--- config.mk ---
export PLATFORM = sky130hd
export DESIGN_NAME = key_matrix_edge_tracker_core
export DESIGN_NICKNAME = d
export VERILOG_FILES = /design/src/hdl/kmet_pkg.sv /design/src/hdl/key_matrix_edge_tracker_core.sv /design/src/hdl/kmet_first_enc.sv /design/src/hdl/kmet_tracker.sv
export SDC_FILE = /design/constraint.sdc
export NUM_CORES = 2
export LEC_CHECK = 0
export BUFFER_PORTS_ARGS = -buffer_cell sky130_fd_sc_hd__buf_2
export CORE_MARGIN = 3
export CORE_UTILIZATION = 35
export CTS_CLUSTER_DIAMETER = 30
export CTS_CLUSTER_SIZE = 28
export DETAILED_ROUTE_END_ITERATION = 8
export PLACE_DENSITY = 0.47
export SLEW_MARGIN = 20
export SYNTH_ARGS = -nofsm -noshare
export SYNTH_HDL_FRONTEND = slang
export SYNTH_HIERARCHICAL = 1
export SYNTH_SLANG_ARGS = --single-unit
--- constraint.sdc ---
create_clock -name clk -period 6.46 [get_ports clk]
set_clock_uncertainty 0.05 [all_clocks]
set_input_delay 1.292 -clock clk [delete_from_list [all_inputs] [get_ports clk]]
set_output_delay 1.292 -clock clk [all_outputs]
set_load 0.01 [all_outputs]
--- src/hdl/kmet_pkg.sv ---
// ----------------------------------------------------------------------------
// kmet_pkg
// Shared types and constants for the key matrix edge tracker.
// ----------------------------------------------------------------------------
`default_nettype none

package kmet_pkg;

  localparam int ROWS      = 8;
  localparam int COLS      = 8;
  localparam int NKEYS     = ROWS * COLS;
  localparam int KEY_IDX_W = $clog2(NKEYS);
  localparam int ROW_IDX_W = $clog2(ROWS);
  localparam int COL_IDX_W = $clog2(COLS);
  localparam int TIME_W    = 32;

  // key status codes
  localparam logic [1:0] ST_NONE = 2'd0;
  localparam logic [1:0] ST_RISE = 2'd1;
  localparam logic [1:0] ST_HELD = 2'd2;
  localparam logic [1:0] ST_FALL = 2'd3;

  typedef struct packed {
    logic [2:0]        key_row;
    logic [2:0]        key_col;
    logic              key_level;
    logic [TIME_W-1:0] time_ms;
  } kmet_in_t;

  typedef struct packed {
    logic [1:0]        key_status;
    logic [TIME_W-1:0] press_duration_ms;
    logic              rising_found;
    logic [2:0]        rising_row;
    logic [2:0]        rising_col;
  } kmet_out_t;

  // sample sitting in the update stage
  typedef struct packed {
    logic                 valid;
    logic                 in_range;
    logic [KEY_IDX_W-1:0] idx;
    logic                 level;
    logic [TIME_W-1:0]    time_ms;
  } kmet_stage_t;

endpackage

`default_nettype wire

--- src/hdl/key_matrix_edge_tracker_core.sv ---
// A result strobes on done after the update stage (s1) and the output register.
// Throughput: one sample per cycle; busy is never raised.
// The press-start memory is read at the start transfer and written back in the
// cycle after it, with a bypass for back-to-back samples of the same key.
// Reset clears all key-down flags and the rising mask at once; no clearing
// pass. The receiver cannot stall; each result shows for one cycle.
// ----------------------------------------------------------------------------
// key_matrix_edge_tracker_core
// Edge and hold tracker for a sampled key matrix.
// ----------------------------------------------------------------------------
`default_nettype none

module key_matrix_edge_tracker_core
  import kmet_pkg::*;
(
  input  logic      clk,
  input  logic      rst,
  input  logic      start,
  output logic      busy,
  input  kmet_in_t  item,
  output logic      done,
  output kmet_out_t result
);

  logic                 accept;
  logic [KEY_IDX_W-1:0] in_idx;
  logic                 in_range;
  kmet_stage_t          s1;
  kmet_out_t            res_next;

  assign busy     = 1'b0;
  assign accept   = start && !busy;
  assign in_range = (int'(item.key_row) < ROWS) && (int'(item.key_col) < COLS);
  assign in_idx   = KEY_IDX_W'(int'(item.key_row) * COLS + int'(item.key_col));

  always_ff @(posedge clk) begin
    if (rst) begin
      s1.valid <= 1'b0;
      done     <= 1'b0;
    end else begin
      s1.valid <= accept;
      done     <= s1.valid;
    end
    s1.in_range <= in_range;
    s1.idx      <= in_idx;
    s1.level    <= item.key_level;
    s1.time_ms  <= item.time_ms;
    result      <= res_next;
  end

  kmet_tracker u_track (
    .clk    (clk),
    .rst    (rst),
    .rd_en  (accept),
    .rd_idx (in_idx),
    .s1     (s1),
    .res    (res_next)
  );

  a_done_follows: assert property (@(posedge clk) disable iff (rst)
    accept |=> ##1 done)
    else $error("missing done after transfer");

  a_dur_edges: assert property (@(posedge clk) disable iff (rst)
    done && (result.key_status != ST_HELD) |-> (result.press_duration_ms == '0))
    else $error("nonzero duration outside held status");

  a_notfound_zero: assert property (@(posedge clk) disable iff (rst)
    done && !result.rising_found |-> (result.rising_row == 3'd0) &&
      (result.rising_col == 3'd0))
    else $error("rising position set without a rising key");

  a_rise_found: assert property (@(posedge clk) disable iff (rst)
    done && (result.key_status == ST_RISE) |-> result.rising_found)
    else $error("rising edge not reflected in mask");

endmodule

`default_nettype wire

--- src/hdl/kmet_first_enc.sv ---
// ----------------------------------------------------------------------------
// kmet_first_enc
// Finds the first set bit of the rising mask in row-major order.
// ----------------------------------------------------------------------------
`default_nettype none

module kmet_first_enc
  import kmet_pkg::*;
(
  input  logic [NKEYS-1:0] mask,
  output logic             found,
  output logic [2:0]       first_row,
  output logic [2:0]       first_col
);

  logic [ROWS-1:0]      row_any;
  logic [COLS-1:0]      row_bits;
  logic [ROW_IDX_W-1:0] sel_r;
  logic [COL_IDX_W-1:0] sel_c;

  always_comb begin
    for (int r = 0; r < ROWS; r++) begin
      row_any[r] = |mask[r*COLS +: COLS];
    end
  end

  // two small priority picks: row first, then column inside that row
  always_comb begin
    sel_r = '0;
    for (int r = ROWS - 1; r >= 0; r--) begin
      if (row_any[r]) sel_r = ROW_IDX_W'(r);
    end
    row_bits = mask[int'(sel_r)*COLS +: COLS];
    sel_c = '0;
    for (int c = COLS - 1; c >= 0; c--) begin
      if (row_bits[c]) sel_c = COL_IDX_W'(c);
    end
  end

  assign found     = |row_any;
  assign first_row = found ? 3'(sel_r) : 3'd0;
  assign first_col = found ? 3'(sel_c) : 3'd0;

endmodule

`default_nettype wire

--- src/hdl/kmet_tracker.sv ---
// ----------------------------------------------------------------------------
// kmet_tracker
// Per-key state: down flags, rising mask and press-start memory. Computes
// the result for the sample in the update stage.
// ----------------------------------------------------------------------------
`default_nettype none

module kmet_tracker
  import kmet_pkg::*;
(
  input  logic                 clk,
  input  logic                 rst,
  input  logic                 rd_en,
  input  logic [KEY_IDX_W-1:0] rd_idx,
  input  kmet_stage_t          s1,
  output kmet_out_t            res
);

  logic [TIME_W-1:0] press_mem [NKEYS];
  logic [TIME_W-1:0] rd_data;
  logic [NKEYS-1:0]  key_down;
  logic [NKEYS-1:0]  rising_mask;
  logic [NKEYS-1:0]  rising_mask_next;
  logic              upd;
  logic              down;
  logic              is_rise;
  logic              is_held;
  logic              is_fall;
  logic              found;
  logic [2:0]        first_row;
  logic [2:0]        first_col;

  assign upd     = s1.valid && s1.in_range;
  assign down    = key_down[s1.idx];
  assign is_rise = upd && s1.level && !down;
  assign is_held = upd && s1.level && down;
  assign is_fall = upd && !s1.level && down;

  // start time is only read while the key is down, so the cleared value on
  // release never needs storing
  always_ff @(posedge clk) begin
    if (is_rise) press_mem[s1.idx] <= s1.time_ms;
    if (rd_en) begin
      if (is_rise && (s1.idx == rd_idx)) rd_data <= s1.time_ms;
      else rd_data <= press_mem[rd_idx];
    end
  end

  always_ff @(posedge clk) begin
    if (rst) begin
      key_down    <= '0;
      rising_mask <= '0;
    end else begin
      if (upd) key_down[s1.idx] <= s1.level;
      rising_mask <= rising_mask_next;
    end
  end

  always_comb begin
    rising_mask_next = rising_mask;
    if (upd) rising_mask_next[s1.idx] = is_rise;
  end

  kmet_first_enc u_enc (
    .mask      (rising_mask_next),
    .found     (found),
    .first_row (first_row),
    .first_col (first_col)
  );

  always_comb begin
    res = '0;
    if (is_rise)      res.key_status = ST_RISE;
    else if (is_held) res.key_status = ST_HELD;
    else if (is_fall) res.key_status = ST_FALL;
    else              res.key_status = ST_NONE;
    res.press_duration_ms = is_held ? (s1.time_ms - rd_data) : '0;
    res.rising_found      = found;
    res.rising_row        = first_row;
    res.rising_col        = first_col;
  end

endmodule

`default_nettype wire
==> impl_metrics.csv <==
group,metric,value,unit
status,status,"complete, no violations",
die,start_util,35.36,%
cts,cts_setup_buffers,0,
placement,place.port_buffers,83,
worst_setup_path,critPathArrivalTime,6.61,ns
timing,setup_viol,0,
grt,grt_overflow,0,
synth,yosysTopAreaCellShare,69.95,%
detailed_routing,drtIter0Drc,4722,
synth,syn-instance-count,4286,
cts,cts_tree,"done",
detailed_routing,via_count,46920,
placement,dp_hpwl,160.6,mm
timing,min_period_over_period,89.90,%
synth,synthMuxAreaShare,17.64,%
worst_hold_path,hold_path.class,"input pin to register",
detailed_routing,wirelength,276.9,mm
timing,hold_viol_final,0,
cts,numCtsBuffers,533,
synth,synth_edf_count,2080,
finish,fillCellCount,21400,
detailed_routing,viasPerCell,5.409,
cts,path_clk_slew,0.04,ns
synth,syn-cell-area,89290,um2
synth,synth_fa_ha_area_share,0.4708,%
timing,max_slew.worst_pin.slew,1.050,ns
timing,hold_ws,0.4187,ns
synth,synth_xor_xnor_area_share,0.2452,%
synth,synth-simple-area-share,3.032,%
grt,antenna_found_initial,13,
worst_setup_path,setup.worst_path.start_class,"register",
worst_setup_path,max_stage_delay,0.74,ns
synth,synth_top_area_cell,"edfxtp_1",
cts,cts.sinks,2290,
die,io_pins,85,
grt,grt_usage,21.00,%
cts,cts-resized-gates,0,
synth,synth_compound_area_share,2.556,%
pwr,vdd.ir_drop.worst,299.3,uV
timing,tns,0,ns
worst_setup_path,crit_type,"register to register",
die,dieWidth,511.1,um
timing,drv_slew,0,
grt,grt_pass1_wl,388.0,mm
synth,synth_top_family_by_area,"multiplexers",
timing,relSlewSlack,29.65,%
timing,finalCriticalPeriod,5.807,ns
synth,ys.flop_type,"edfxtp_1",
cts,worstSkewPairLatency,0.95,ns
worst_setup_path,cp_slowest_cell,"dfxtp_1",
grt,first_global_vias,49240,
detailed_routing,drc_errors,0,
synth,netlist_top_cells_area,"edfxtp_1, mux4_2, dfxtp_1",
die,die_h,511.1,um
die,fp.dieArea,261200,um2
finish,mostFrequentLayoutCells,"edfxtp_1, mux4_2, clkbuf_16",
synth,synth_seq_area_share,74.66,%
synth,ys_seq_elements,2290,
worst_setup_path,crit_chain,"buf_4 > mux4_2 > mux2i_1 > o22ai_1 > nor2_1 > nor4b_4 > buf_4 > nand2_2 > buf_4 > o2bb2ai_1 > nor4_1 > nand4_1 > o21ba_2 > nor2_2 > a21oi_1 > a32oi_1 > nand4_1 > a311oi_1 > o21a_1",
synth,synth_cell_types,81,
finish,fin_nets,4993,
pwr,p_per_area,390.0,nW/um2
worst_setup_path,crit_required,7.26,ns
detailed_routing,drt_first_pass_iters,5,
die,core_area,252600,um2
cts,cts_root_buf,"clkbuf_16",
synth,avgSynthCellArea,20.83,um2
placement,gp_congestion,0.8647,
worst_setup_path,crit_fanout,18,
grt,grt_max_degree,109,
detailed_routing,wl_per_cell,31.92,um
finish,drive_gt1_share,36.84,%
die,rows,184,
cts,htree_levels,6,
detailed_routing,final_antenna_net_count,0,
worst_setup_path,critPathCaptureType,"register",
timing,rsz0062_at_grt,"no",
timing,max_freq,172.2,MHz
cts,clockBufferDepth,4,
synth,ys_async_sr_fraction,0,%
synth,yosys_warnings,6,
finish,syn2layout_area_growth,26.67,%
worst_setup_path,ff2ff_setup_slack,0.65,ns
worst_setup_path,critPathTopFamily,"simple AND/OR/NAND/NOR gates",
finish,layout_commonest_cell,"edfxtp_1",
run,maxCapViolCount,0,
worst_setup_path,cpMostUsedCell,"buf_4",
worst_setup_path,crit_buf_inv,3,
cts,postCtsHoldBufs,0,
pwr,leakagePower,0.03742,uW
==> registers in the layout, indices dropped and copies added (netlist names) <==
| name | count |
|---|---|
| done | 1 |
| u_track/rd_data | 32 |
| result | 41 |
| u_track/press_mem | 2048 |
| u_track/rising_mask | 64 |
| s1 | 40 |
| u_track/key_down | 64 |
==> kinds of logic (layout without fill, tap and decap cells) <==
family	after synthesis	after routing
compound gates	336	336
xor+xnor	25	25
fa+ha+maj	33	33
buf+inv	287	1319
flops	2290	2290
mux	752	752
other cells	2	10
simple gates	561	561
==> cell usage after synthesis (11+ instances only) <==
cell,count
inv_1,48
a21oi_1,57
xnor2_1,15
nor2b_1,75
ha_1,32
dfxtp_1,210
nor2_1,182
mux2_2,51
a21o_1,11
o22ai_1,11
buf_1,34
and3_1,15
o21ai_0,73
edfxtp_1,2080
nand3_1,21
buf_2,73
clkbuf_1,114
mux4_2,652
o2bb2ai_1,27
a22oi_1,59
a211oi_1,12
nor4_1,17
nand2_1,167
mux2i_1,48
nor3_1,15
==> stage by stage <==
stage / std cells / utilization, % / instance area (um2) / setup slack, ns / power [uW]
2_1_floorplan: 4289 / - / 89310 / 2.009 / 17600
3_3_place_gp: 7730 / 37.83 / 95550 / 0.5292 / 18270
3_5_place_dp: 7731 / 37.84 / 95570 / 0.4439 / 18280
4_1_cts: 8669 / 44.78 / 113100 / 0.3964 / 44540
5_1_grt: 8673 / 44.79 / 113100 / 0.2359 / 45470
6_report: 8674 / 44.79 / 113100 / 0.6527 / 44110
==> per-layer routing <==
| metal | vias up | share of wire [%] | global-route usage (%) |
|---|---|---|---|
| li1 | 19300 | - | - |
| met1 | 25600 | 44 | 29.56 |
| met3 | 411 | 5.4 | 3.806 |
| met4 | 0 | 2.2 | 6.056 |
| met2 | 1605 | 48 | 33.48 |
| met5 | - | 0 | 0 |
==> worst paths after layout <==
check             cells past startpoint            startpoint              endpoint
setup / recovery                     19                s1[34]             result[0]
setup reg to reg                     19                s1[34]             result[0]
hold / removal                        1              item[19]                s1[19]
hold reg to reg                       2  u_track/key_down[31]  u_track/key_down[31]
==> where the power goes <==
group	switching [uW]	internal (uW)	total, uW
Sequential	55.5	16300	16300
Clock	8240	17900	26100
Combinational	1050	662	1710
==> final cells by class <==
type	count	area, um2	area share, %
clock inverters	313	3518	3.110
diodes	5	12.51	0.01106
inverters	51	191.4	0.1692
clock buffers	625	14010	12.39
well taps	3348	4189	3.703
multi-input cells	1712	21830	19.30
flip-flops and latches	2290	66710	58.97
repair buffers	330	2649	2.342
No activity file was read; power rests on OpenSTA's default activity.
